==> src/rtl/cpg_pkg.sv <==
// ============================================================================
// cpg_pkg - shared types and constants of the circle point generator
// Field widths, item codes and the step job handed from front to back.
// ============================================================================
package cpg_pkg;

    localparam int unsigned COORD_W    = 8;   // centre, radius, point fields
    localparam int unsigned COLOR_W    = 8;
    localparam int unsigned WALK_W     = 10;  // signed walk coordinates
    localparam int unsigned DEC_W      = 14;  // signed decision variable
    localparam int unsigned POINTS     = 8;   // points per step
    localparam int unsigned IDX_W      = $clog2(POINTS);
    localparam int unsigned S_DATA_W   = 40;  // 33 payload bits padded to bytes
    localparam int unsigned M_DATA_W   = 24;
    localparam int unsigned QUEUE_DEPTH = 2;

    // item codes on the input tuser
    localparam logic MODE_START = 1'b0;
    localparam logic MODE_STEP  = 1'b1;

    // one step worth of work: eight symmetric points of the pair (a, b)
    typedef struct packed {
        logic [COORD_W-1:0] cx;
        logic [COORD_W-1:0] cy;
        logic [COLOR_W-1:0] color;
        logic [COORD_W-1:0] a;
        logic [COORD_W-1:0] b;
        logic               done;
    } job_t;

    // push side of the job queue
    typedef struct packed {
        logic valid;
        job_t job;
    } job_push_t;

endpackage

==> src/rtl/cpg_front.sv <==
// ============================================================================
// cpg_front - item intake and midpoint walk
// Decodes start and step items, advances the walk and pushes step jobs.
// ============================================================================
module cpg_front (
    input  logic                        clk,
    input  logic                        rst_n,
    input  logic                        item_fire,
    input  logic                        item_mode,
    input  logic [cpg_pkg::COORD_W-1:0] item_cx,
    input  logic [cpg_pkg::COORD_W-1:0] item_cy,
    input  logic [cpg_pkg::COORD_W-1:0] item_radius,
    input  logic                        item_fill,
    input  logic [cpg_pkg::COLOR_W-1:0] item_color,
    output cpg_pkg::job_push_t          push
);
    import cpg_pkg::*;

    logic                        busy_reg, busy_next;
    logic [COORD_W-1:0]          cx_reg, cx_next;
    logic [COORD_W-1:0]          cy_reg, cy_next;
    logic [COLOR_W-1:0]          color_reg, color_next;
    logic                        fill_reg, fill_next;
    logic signed [WALK_W-1:0]    x_reg, x_next;
    logic signed [WALK_W-1:0]    y_reg, y_next;
    logic signed [WALK_W-1:0]    span_reg, span_next;
    logic signed [DEC_W-1:0]     dec_reg, dec_next;

    // walk advance, computed from the current state
    logic signed [WALK_W-1:0]    adv_x, adv_y, span_inc;
    logic signed [DEC_W-1:0]     adv_dec, x_ext, diff_ext;

    always_comb
    begin
        x_ext    = DEC_W'(x_reg);
        diff_ext = DEC_W'(x_reg) - DEC_W'(y_reg);
        adv_x    = x_reg + WALK_W'(1);
        if (dec_reg < 0)
        begin
            adv_dec = dec_reg + (x_ext <<< 2) + DEC_W'(6);
            adv_y   = y_reg;
        end
        else
        begin
            adv_dec = dec_reg + (diff_ext <<< 2) + DEC_W'(10);
            adv_y   = y_reg - WALK_W'(1);
        end
        span_inc = span_reg + WALK_W'(1);
    end

    always_comb
    begin
        busy_next  = busy_reg;
        cx_next    = cx_reg;
        cy_next    = cy_reg;
        color_next = color_reg;
        fill_next  = fill_reg;
        x_next     = x_reg;
        y_next     = y_reg;
        span_next  = span_reg;
        dec_next   = dec_reg;
        push.valid = 1'b0;
        push.job.cx    = cx_reg;
        push.job.cy    = cy_reg;
        push.job.color = color_reg;
        push.job.a     = x_reg[COORD_W-1:0];
        push.job.b     = fill_reg ? span_reg[COORD_W-1:0] : y_reg[COORD_W-1:0];
        push.job.done  = 1'b0;

        if (item_fire && item_mode == MODE_START)
        begin
            cx_next    = item_cx;
            cy_next    = item_cy;
            fill_next  = item_fill;
            color_next = item_color;
            x_next     = '0;
            y_next     = WALK_W'(item_radius);
            span_next  = '0;
            dec_next   = DEC_W'(3) - (DEC_W'(item_radius) <<< 1);
            busy_next  = 1'b1;
        end
        else if (item_fire && busy_reg)
        begin
            push.valid = 1'b1;
            if (fill_reg)
            begin
                // next row of the span; walk moves on after its last row
                if (span_inc > y_reg)
                begin
                    x_next    = adv_x;
                    y_next    = adv_y;
                    dec_next  = adv_dec;
                    span_next = adv_x;
                end
                else
                begin
                    span_next = span_inc;
                end
            end
            else
            begin
                x_next   = adv_x;
                y_next   = adv_y;
                dec_next = adv_dec;
            end
            push.job.done = (x_next > y_next);
            if (x_next > y_next)
            begin
                busy_next = 1'b0;
            end
        end
    end

    always_ff @(posedge clk or negedge rst_n)
    begin
        if (!rst_n)
        begin
            busy_reg  <= 1'b0;
            cx_reg    <= '0;
            cy_reg    <= '0;
            color_reg <= '0;
            fill_reg  <= 1'b0;
            x_reg     <= '0;
            y_reg     <= '0;
            span_reg  <= '0;
            dec_reg   <= '0;
        end
        else
        begin
            busy_reg  <= busy_next;
            cx_reg    <= cx_next;
            cy_reg    <= cy_next;
            color_reg <= color_next;
            fill_reg  <= fill_next;
            x_reg     <= x_next;
            y_reg     <= y_next;
            span_reg  <= span_next;
            dec_reg   <= dec_next;
        end
    end

endmodule

==> src/rtl/cpg_queue.sv <==
// ============================================================================
// cpg_queue - short job queue
// Two-entry FIFO between the walk front end and the point emitter.
// ============================================================================
module cpg_queue (
    input  logic               clk,
    input  logic               rst_n,
    input  cpg_pkg::job_push_t push,
    output logic               push_ready,
    output logic               pop_valid,
    output cpg_pkg::job_t      pop_job,
    input  logic               pop
);
    import cpg_pkg::*;

    localparam int unsigned PTR_W = $clog2(QUEUE_DEPTH);

    job_t                   mem_reg [QUEUE_DEPTH];
    logic [PTR_W-1:0]       wr_ptr_reg, wr_ptr_next;
    logic [PTR_W-1:0]       rd_ptr_reg, rd_ptr_next;
    logic [PTR_W:0]         count_reg, count_next;
    logic                   do_push, do_pop;

    assign push_ready = (count_reg != (PTR_W+1)'(QUEUE_DEPTH));
    assign pop_valid  = (count_reg != '0);
    assign pop_job    = mem_reg[rd_ptr_reg];

    always_comb
    begin
        do_push     = push.valid && push_ready;
        do_pop      = pop && pop_valid;
        wr_ptr_next = do_push ? wr_ptr_reg + PTR_W'(1) : wr_ptr_reg;
        rd_ptr_next = do_pop ? rd_ptr_reg + PTR_W'(1) : rd_ptr_reg;
        count_next  = count_reg + (PTR_W+1)'(do_push) - (PTR_W+1)'(do_pop);
    end

    always_ff @(posedge clk)
    begin
        if (do_push)
        begin
            mem_reg[wr_ptr_reg] <= push.job;
        end
    end

    always_ff @(posedge clk or negedge rst_n)
    begin
        if (!rst_n)
        begin
            wr_ptr_reg <= '0;
            rd_ptr_reg <= '0;
            count_reg  <= '0;
        end
        else
        begin
            wr_ptr_reg <= wr_ptr_next;
            rd_ptr_reg <= rd_ptr_next;
            count_reg  <= count_next;
        end
    end

endmodule

==> src/rtl/cpg_back.sv <==
// ============================================================================
// cpg_back - point emitter
// Expands one step job into eight symmetric points, one per cycle while the output is not stalled.
// ============================================================================
module cpg_back (
    input  logic                        clk,
    input  logic                        rst_n,
    input  logic                        job_valid,
    input  cpg_pkg::job_t               job,
    output logic                        job_pop,
    output logic                        pt_valid,
    input  logic                        pt_ready,
    output logic [cpg_pkg::COORD_W-1:0] pt_x,
    output logic [cpg_pkg::COORD_W-1:0] pt_y,
    output logic [cpg_pkg::COLOR_W-1:0] pt_color,
    output logic                        pt_last,
    output logic                        pt_done
);
    import cpg_pkg::*;

    job_t                 cur_reg;
    logic                 cur_valid_reg, cur_valid_next;
    logic [IDX_W-1:0]     idx_reg, idx_next;
    logic                 out_valid_reg;
    logic [COORD_W-1:0]   x_reg, y_reg;
    logic [COLOR_W-1:0]   color_reg;
    logic                 last_reg, done_reg;

    logic                 load, take, last_pt;
    logic [COORD_W-1:0]   u, v, px, py;

    always_comb
    begin
        load    = !out_valid_reg || pt_ready;
        take    = load && cur_valid_reg;
        last_pt = (idx_reg == IDX_W'(POINTS - 1));
        job_pop = job_valid && (!cur_valid_reg || (take && last_pt));

        // bit 2 swaps the pair, bit 0 mirrors columns, bit 1 mirrors rows
        u  = idx_reg[2] ? cur_reg.b : cur_reg.a;
        v  = idx_reg[2] ? cur_reg.a : cur_reg.b;
        px = idx_reg[0] ? cur_reg.cx - u : cur_reg.cx + u;
        py = idx_reg[1] ? cur_reg.cy - v : cur_reg.cy + v;

        cur_valid_next = cur_valid_reg;
        idx_next       = idx_reg;
        if (job_pop)
        begin
            cur_valid_next = 1'b1;
            idx_next       = '0;
        end
        else if (take)
        begin
            idx_next = idx_reg + IDX_W'(1);
            if (last_pt)
            begin
                cur_valid_next = 1'b0;
            end
        end
    end

    always_ff @(posedge clk)
    begin
        if (job_pop)
        begin
            cur_reg <= job;
        end
        if (take)
        begin
            x_reg     <= px;
            y_reg     <= py;
            color_reg <= cur_reg.color;
            last_reg  <= last_pt;
            done_reg  <= cur_reg.done;
        end
    end

    always_ff @(posedge clk or negedge rst_n)
    begin
        if (!rst_n)
        begin
            cur_valid_reg <= 1'b0;
            idx_reg       <= '0;
            out_valid_reg <= 1'b0;
        end
        else
        begin
            cur_valid_reg <= cur_valid_next;
            idx_reg       <= idx_next;
            if (load)
            begin
                out_valid_reg <= take;
            end
        end
    end

    assign pt_valid = out_valid_reg;
    assign pt_x     = x_reg;
    assign pt_y     = y_reg;
    assign pt_color = color_reg;
    assign pt_last  = last_reg;
    assign pt_done  = done_reg;

endmodule

==> src/rtl/circle_point_generator_core.sv <==
// ============================================================================
// circle_point_generator_core - midpoint circle rasteriser
// Eight-way symmetric circle points, outline or filled, one point per cycle while the master accepts.
// ============================================================================
// Usage:
//   Slave channel: one transaction per item. tuser = 0 starts a circle from
//   the tdata fields and emits nothing; tuser = 1 advances one step, which
//   emits eight points while a circle runs and nothing otherwise.
//   Master channel: one transaction per point; tlast marks the eighth point
//   of a step, tuser flags every point of the step that ended the circle.
//   In outline mode a step walks one octant column, in filled mode one span
//   row from the current x up to the current y.
// Pipeline and throughput:
//   A step's points pass the job queue, the emitter's job register and the
//   output register. The emitter gives one point per cycle while the master
//   accepts; the two-entry job queue lets the input side take items in
//   back-to-back cycles until it fills.
// Reset and stall:
//   rst_n clears the walk, the queue pointers and the emitter's valid flags; no circle runs.
//   A stalled master holds the current point and, once the queue is full,
//   s_tready drops until the emitter frees an entry.
// ============================================================================
module circle_point_generator_core (
    input  logic                           clk,
    input  logic                           rst_n,
    input  logic                           s_tvalid,
    output logic                           s_tready,
    // [7:0] center_x, [15:8] center_y, [23:16] radius, [24] fill_flag,
    // [32:25] pen_color, [39:33] zero
    input  logic [cpg_pkg::S_DATA_W-1:0]   s_tdata,
    // [0] mode
    input  logic                           s_tuser,
    output logic                           m_tvalid,
    input  logic                           m_tready,
    // [7:0] point_x, [15:8] point_y, [23:16] point_color
    output logic [cpg_pkg::M_DATA_W-1:0]   m_tdata,
    output logic                           m_tlast,   // last_of_step
    // [0] circle_done
    output logic                           m_tuser
);
    import cpg_pkg::*;

    job_push_t          push;
    logic               q_valid;
    job_t               q_job;
    logic               q_pop;
    logic               s_fire;
    logic [COORD_W-1:0] pt_x, pt_y;
    logic [COLOR_W-1:0] pt_color;

    assign s_fire = s_tvalid && s_tready;

    // front end: decode items and advance the walk
    cpg_front u_front (
        .clk         (clk),
        .rst_n       (rst_n),
        .item_fire   (s_fire),
        .item_mode   (s_tuser),
        .item_cx     (s_tdata[7:0]),
        .item_cy     (s_tdata[15:8]),
        .item_radius (s_tdata[23:16]),
        .item_fill   (s_tdata[24]),
        .item_color  (s_tdata[32:25]),
        .push        (push)
    );

    // job queue; its free space gates the slave channel
    cpg_queue u_queue (
        .clk        (clk),
        .rst_n      (rst_n),
        .push       (push),
        .push_ready (s_tready),
        .pop_valid  (q_valid),
        .pop_job    (q_job),
        .pop        (q_pop)
    );

    // back end: eight points per job into the output register
    cpg_back u_back (
        .clk       (clk),
        .rst_n     (rst_n),
        .job_valid (q_valid),
        .job       (q_job),
        .job_pop   (q_pop),
        .pt_valid  (m_tvalid),
        .pt_ready  (m_tready),
        .pt_x      (pt_x),
        .pt_y      (pt_y),
        .pt_color  (pt_color),
        .pt_last   (m_tlast),
        .pt_done   (m_tuser)
    );

    assign m_tdata = {pt_color, pt_y, pt_x};

endmodule

==> config.mk <==
export PLATFORM = sky130hd
export DESIGN_NAME = circle_point_generator_core
export DESIGN_NICKNAME = d
export VERILOG_FILES = /design/src/rtl/cpg_pkg.sv /design/src/rtl/cpg_front.sv /design/src/rtl/cpg_queue.sv /design/src/rtl/cpg_back.sv /design/src/rtl/circle_point_generator_core.sv
export SDC_FILE = /design/constraint.sdc
export NUM_CORES = 1
export LEC_CHECK = 0
export ABC_AREA = 1
export BUFFER_PORTS_ARGS = -buffer_cell sky130_fd_sc_hd__buf_4
export CORE_ASPECT_RATIO = 1.5
export CORE_MARGIN = 2
export CORE_UTILIZATION = 53
export CTS_BUF_LIST = sky130_fd_sc_hd__clkbuf_8
export DETAILED_ROUTE_END_ITERATION = 7
export GPL_ROUTABILITY_DRIVEN = 0
export GPL_TIMING_DRIVEN = 0
export PLACE_DENSITY = 0.71
export SETUP_SLACK_MARGIN = 0.3
export SLEW_MARGIN = 20
export SYNTH_ARGS = -nofsm -noshare
export SYNTH_HDL_FRONTEND = slang
export SYNTH_SLANG_ARGS = --single-unit
==> constraint.sdc <==
create_clock -name clk -period 5.4 [get_ports clk]
set_input_delay 0.27 -clock clk [delete_from_list [all_inputs] [get_ports clk]]
set_output_delay 0.27 -clock clk [all_outputs]
set_load 0.03 [all_outputs]
Yosys cells after proc, flatten, opt, wreduce, memory -nomap -nowiden
Memories as Yosys holds them, arrays and structs flattened. A register that Yosys moved wholly into a read port is not among the register bits.
Index checks and enable logic that the tools add are counted.
{ "word_totals": {"ff_bits": 105, "latchBits": 0, "ramBits": 82, "mem_bits_ro": 0, "inputBits": 45, "output_inout_bits": 28, "elab_cells": 109, "n_memories": 1} }
{ "memory_table": {"columns": ["memory", "depth", "width", "read_ports", "rd_clocked_by_memory_dff", "write_ports", "line", "text"], "rows": [
  ["u_queue.mem_reg", 2, 41, 1, 1, 1, "cpg_queue.sv:18", "job_t mem_reg [QUEUE_DEPTH];"]
]} }
{ "classes": {"addsub": 18, "n_mul": 0, "div_mod_pow": 0, "n_lt_le_gt_ge": 3, "eq_ne": 3, "shift": 0, "mux": 41, "bitwise": 1, "n_reduce_logical": 22} }
{ "op_table": {"columns": ["cell", "n"], "rows": [
  ["$mux W10", 17],
  ["$mux W14", 5],
  ["$mux W8", 5],
  ["$add A10 B2 Y10 const B", 2],
  ["$gt A10 B10 Y1", 2],
  ["$add A8 B8 Y8", 2],
  ["$sub A8 B8 Y8", 2],
  ["$add A14 B12 Y14", 1],
  ["$add A14 B13 Y14", 1],
  ["$add A14 B4 Y14 const B", 1],
  ["$add A14 B5 Y14 const B", 1],
  ["$lt A14 B1 Y1 const B", 1],
  ["$mux W1", 12],
  ["$reduce_bool A2 Y1", 6],
  ["$sub A10 B10 Y11", 1],
  ["$sub A10 B2 Y10 const B", 1],
  ["$sub A2 B9 Y10 const A", 1],
  ["$logic_and A1 B1 Y1", 8],
  ["$reduce_and A2 Y1", 4],
  ["$mux W3", 2],
  ["$add A3 B1 Y3 const B", 1],
  ["$eq A3 B3 Y1 const B", 1],
  ["$ne A3 B3 Y1 const B", 1],
  ["$add A1 B1 Y1 const B", 2],
  ["other kinds (6)", 8]
]} }

Logic depth before layout (Yosys ltp)
{ "depth": {"word_depth": 10, "mapped_depth": 30} }

Hierarchy
Synthesis repeated with hierarchy kept, for this count alone.
{ "hier_totals": {"cells_unflattened": 1554, "hier_area_um2": 13345.3} }
{ "modules_own_cells": {"columns": ["module", "n_inst", "cells_each", "area_per_inst_um2", "seq_area_each_um2"], "rows": [
  ["cpg_front", 1, 990, 6597.6, 1726.7],
  ["cpg_back", 1, 316, 3494.6, 2137.0],
  ["cpg_queue", 1, 246, 3245.6, 2562.5],
  ["circle_point_generator_core", 1, 2, 7.5, 0.0]
]} }

Least setup slack after synthesis
No wires, ideal clock.
{ "synth_timing": {"path_kind": "reg-to-reg", "start": "register u_front.span_reg[0]", "end": "register u_front.busy_reg", "setup_time_ns": 0.130, "t_arrival_ns": 3.660, "required_ns": 5.270, "slack_ns": 1.610, "path_stages_with_launch": 27, "n_path_buf": 1, "period_less_slack_ns": 3.790, "cell_sequence": "dfrtp_1 -> ha_1 -> nand2_1 -> nor2_1 -> nand3_1 -> nor3_1 -> xor2_1 -> inv_1 -> ha_1 -> nand2_2 -> inv_1 -> a21oi_2 -> nand4_1 -> nand3_4 -> nand2_4 -> buf_2 -> o21ai_0 -> inv_1 -> ha_1 -> nand2_1 -> nor2_1 -> o211ai_1 -> nand3_1 -> xnor2_1 -> o41ai_1 -> o21ai_0 -> nand2_1"} }
{ "synth_between": {"elab_chain_len": 9, "word_cells_on_any_way": 13, "cone_classes": "1 x add/sub; 2 x order compare; 8 x mux; 2 x reduce/logical"} }
{ "synth_rtl": {"columns": ["element", "line", "text"], "rows": [
  ["start: declaration", "cpg_front.sv:26", "logic signed [WALK_W-1:0] span_reg, span_next;"],
  ["start signal: assignment", "cpg_front.sv:137", "span_reg <= span_next;"],
  ["$add A10 B2 Y10 *", "cpg_front.sv:48", "span_inc = span_reg + WALK_W'(1);"],
  ["$gt A10 B10 Y1 *", "cpg_front.sv:88", "if (span_inc > y_reg)"],
  ["$mux W10", "cpg_front.sv:88", null],
  ["$mux W10", "cpg_front.sv:85", "if (fill_reg)"],
  ["$mux W10", "cpg_front.sv:82", "else if (item_fire && busy_reg)"],
  ["$mux W10", "cpg_front.sv:70", "if (item_fire && item_mode == MODE_START)"],
  ["$gt A10 B10 Y1 *", "cpg_front.sv:107", "if (x_next > y_next)"],
  ["$reduce_bool A2 Y1 (no source line) *", null, null],
  ["$reduce_and A2 Y1 (no source line) *", null, null],
  ["end signal: assignment", "cpg_front.sv:130", "busy_reg <= busy_next;"],
  ["end: declaration", "cpg_front.sv:19", "logic busy_reg, busy_next;"]
]} }
Every way passes the cells marked *; elsewhere a longest branch is shown, timed or not. The select of a mux whose other input is x is not followed.
A chain may end at the register's enable or synchronous reset.

==> results_dict.tcl <==
set metrics [dict create \
    antenna_found_initial 0 \
    route.detailed.drc 0 \
    crit_arrival_ns 5.10 \
    post_synth.cell_area_avg_um2 9.04 \
    core_area_um2 23700 \
    rsz0062_at_grt "false" \
    worst_path_maximum_fanout 10 \
    critPathLaunchType "flop" \
    worstHoldStart "m_tready" \
    yosys_warnings 0 \
    tritoncts_clock_tree "done" \
    timing.final.crit_period_ns 4.87 \
    startpoint "u_front.span_reg[0]$_DFFE_PN0P_" \
    worst-endpoint-required_ns 5.63 \
    drt-total-wl_um 29900 \
    synth_edf_count 149 \
    via_per_inst 5.21 \
    synth_area_um2 12800 \
    cts-buffers-inserted 36 \
    clock.fmax_ghz 0.205 \
    numPortBuffers 65 \
    min-delay-path-class "in -> reg" \
    drt.antenna.violating_nets 0 \
    synthDistinctLibCells 50 \
    setup-violations-final 0 \
    worst_pin_slew_ns 0.838 \
    largest_reg_flops 82 \
    postSynth.asyncResetShare 0.344 \
    finish.net_count 1701 \
    drt-wirelength-per-cell_um 15.7 \
    cts-htree-levels 2 \
    chipHeight_um 195 \
    syn2layout_area_growth_pct 15.5 \
    cts.clk_slew.worst_paths_ns 0.07 \
    drv.max_cap_violation_count 0 \
    first_global_vias 9930 \
    gr-usage-all-layers 0.244 \
    final_common_cell "sky130_fd_sc_hd__nand2_1" \
    post_syn_instances 1420 \
    dr.pass1.iters 5 \
    worstSkewPairLatency_ns 0.54 \
    timing.final.max_slew_violations 0 \
    clock-skew-final_ns 0.0216 \
    tritoncts_sink_count 227 \
    die_w_um 131 \
    slew_headroom 0.434 \
    library_cell_used_as_clock_root_buffer "sky130_fd_sc_hd__clkbuf_8" \
    grt_overflow 0 \
    layout_worst_path_cycle_share 0.902 \
    cp-end-kind "flop" \
    vias 9903 \
    maximum_number_of_pins_on_one_net_before_global_route_repair 79 \
    fin_tns_setup_ns 0 \
    worst_r2r_startpoint "u_front.span_reg[0]$_DFFE_PN0P_" \
    status "complete, no violations" \
    floorplan.die_area_um2 25500 \
    antenna-diode-count 0 \
    syn_nets 1568 \
    io_pins 73 \
    synth_sequential_area_ratio 0.500 \
    sum_of_net_half_perimeters_after_detailed_placement_um 22200 \
    final_cell_mix "sky130_fd_sc_hd__nand2_1, sky130_fd_sc_hd__inv_1, sky130_fd_sc_hd__edfxtp_1, sky130_fd_sc_hd__ha_1, sky130_fd_sc_hd__o21ai_0" \
    register_bit_total_from_synthesis 227 \
    global_route_wire_length_before_repair_um 48000 \
    post-cts-setup-buffer-count 0 \
    drive_gt1_frac 0.107 \
    worstSetupPathType "reg -> reg" \
    start_util 0.541 \
    first_iter_violations 507 \
    rows 69 \
    count_of_final_hold_check_violations 0 \
    synth_ff_type "sky130_fd_sc_hd__edfxtp_1" \
    ctsLongestPathBuffers 3 \
]
==> cells in the mapped netlist (6+ instances only) <==
| cell | number | area (um^2) |
|---|---|---|
| sky130_fd_sc_hd__nand2_1 | 445 | 1670 |
| sky130_fd_sc_hd__o21bai_1 | 9 | 67.6 |
| sky130_fd_sc_hd__dfrtp_1 | 78 | 1950 |
| sky130_fd_sc_hd__buf_2 | 9 | 45.0 |
| sky130_fd_sc_hd__nand4_1 | 8 | 50.1 |
| sky130_fd_sc_hd__o21ai_0 | 85 | 425 |
| sky130_fd_sc_hd__xnor2_1 | 11 | 96.3 |
| sky130_fd_sc_hd__nand3_1 | 45 | 225 |
| sky130_fd_sc_hd__o21ai_1 | 16 | 80.1 |
| sky130_fd_sc_hd__clkbuf_1 | 18 | 67.6 |
| sky130_fd_sc_hd__a21oi_1 | 52 | 260 |
| sky130_fd_sc_hd__edfxtp_1 | 149 | 4470 |
| sky130_fd_sc_hd__o211ai_1 | 7 | 52.6 |
| sky130_fd_sc_hd__o22ai_1 | 20 | 125 |
| sky130_fd_sc_hd__nor2_1 | 71 | 267 |
| sky130_fd_sc_hd__nor3_1 | 9 | 45.0 |
| sky130_fd_sc_hd__xor2_1 | 51 | 447 |
| sky130_fd_sc_hd__a31oi_1 | 6 | 37.5 |
| sky130_fd_sc_hd__ha_1 | 98 | 1230 |
| sky130_fd_sc_hd__inv_1 | 169 | 634 |
==> path summary, 6_finish.rpt <==
| path | depth (start not counted) | slack (ns) | to |
|---|---|---|---|
| worst min-delay path | 4 | 0.04 | u_back.pt_valid$_DFFE_PN0P_ |
| worst max-delay path | 21 | 0.53 | u_queue.mem_reg[1][0]$_DFFE_PP_ |
| max in group asynchronous | 2 | 4.47 | u_queue.count_reg[1]$_DFF_PN0_ |
| worst min register to register | 0 | 0.42 | u_back.pt_done$_DFFE_PP_ |
| min in group asynchronous | 2 | 0.35 | u_front.dec_reg[13]$_DFFE_PN0P_ |
| worst max register to register | 21 | 0.53 | u_queue.mem_reg[1][0]$_DFFE_PP_ |
==> timing repair <==
item,4_1_cts,5_1_grt
endpoints found under the hold margin,98,0
resized for setup,0,0
hold buffers,26,0
==> routing by layer <==
layer	vias up	routed length [um]	GRT usage
met4	0	1570	0.132
met5	-	0	0
met3	80	1390	0.0435
met1	4631	11100	0.263
li1	4964	-	-
met2	228	15800	0.441
==> logic make-up after synthesis <==
family          after synthesis  synth area share
compound gates              216            0.0956
xor+xnor                     63            0.0436
fa+ha+maj                   103             0.103
buf+inv                     211            0.0660
flops                       227             0.500
simple gates                600             0.191
==> metrics by stage <==
| step | area [um^2] | utilization | std cells | setup WS, ns | hold slack (ns) |
|---|---|---|---|---|---|
| final | 14800 | 0.625 | 1899 | 0.530 | 0.0404 |
| after global routing | 14800 | 0.625 | 1899 | 0.312 | 0.0553 |
| after CTS | 14800 | 0.625 | 1899 | 0.637 | 0.0194 |
| after detailed placement | 13900 | 0.583 | 1808 | 0.665 | 0.405 |
| after global placement | 13700 | 0.578 | 1804 | 0.520 | 0.401 |
| after floorplan | 12800 | - | 1420 | 1.61 | -0.0256 |
==> area by class of cell <==
type,instances,area [um^2]
Fill cell,1988,8910
Sequential cell,227,6430
Multi-Input combinational cell,982,5600
Timing Repair Buffer,95,840
Inverter,174,656
Clock buffer,40,551
Tap cell,319,399
Buffer,37,191
Clock inverter,25,170
==> critical path: stages, from the launching register on <==
cell and delay, ns:
sky130_fd_sc_hd__dfrtp_1 0.51, sky130_fd_sc_hd__ha_1 0.23, sky130_fd_sc_hd__nand2_1 0.07, sky130_fd_sc_hd__nor2_1 0.17, sky130_fd_sc_hd__nand3_1 0.15, sky130_fd_sc_hd__nor3_1 0.22
sky130_fd_sc_hd__xor2_1 0.18, sky130_fd_sc_hd__inv_1 0.09, sky130_fd_sc_hd__ha_1 0.29, sky130_fd_sc_hd__nand2_2 0.10, sky130_fd_sc_hd__inv_1 0.05, sky130_fd_sc_hd__a21oi_2 0.15
sky130_fd_sc_hd__nand4_1 0.15, sky130_fd_sc_hd__nand3_4 0.18, sky130_fd_sc_hd__nand2_4 0.09, sky130_fd_sc_hd__buf_2 0.18, sky130_fd_sc_hd__o21ai_0 0.27, sky130_fd_sc_hd__inv_1 0.09
sky130_fd_sc_hd__ha_1 0.29, sky130_fd_sc_hd__nand2_1 0.09, sky130_fd_sc_hd__o41ai_1 0.79, sky130_fd_sc_hd__nor2_1 0.21
Power is left out: the tool's default activity adds up to more than one toggle a clock period on the data nets, which glitch-free logic cannot reach.
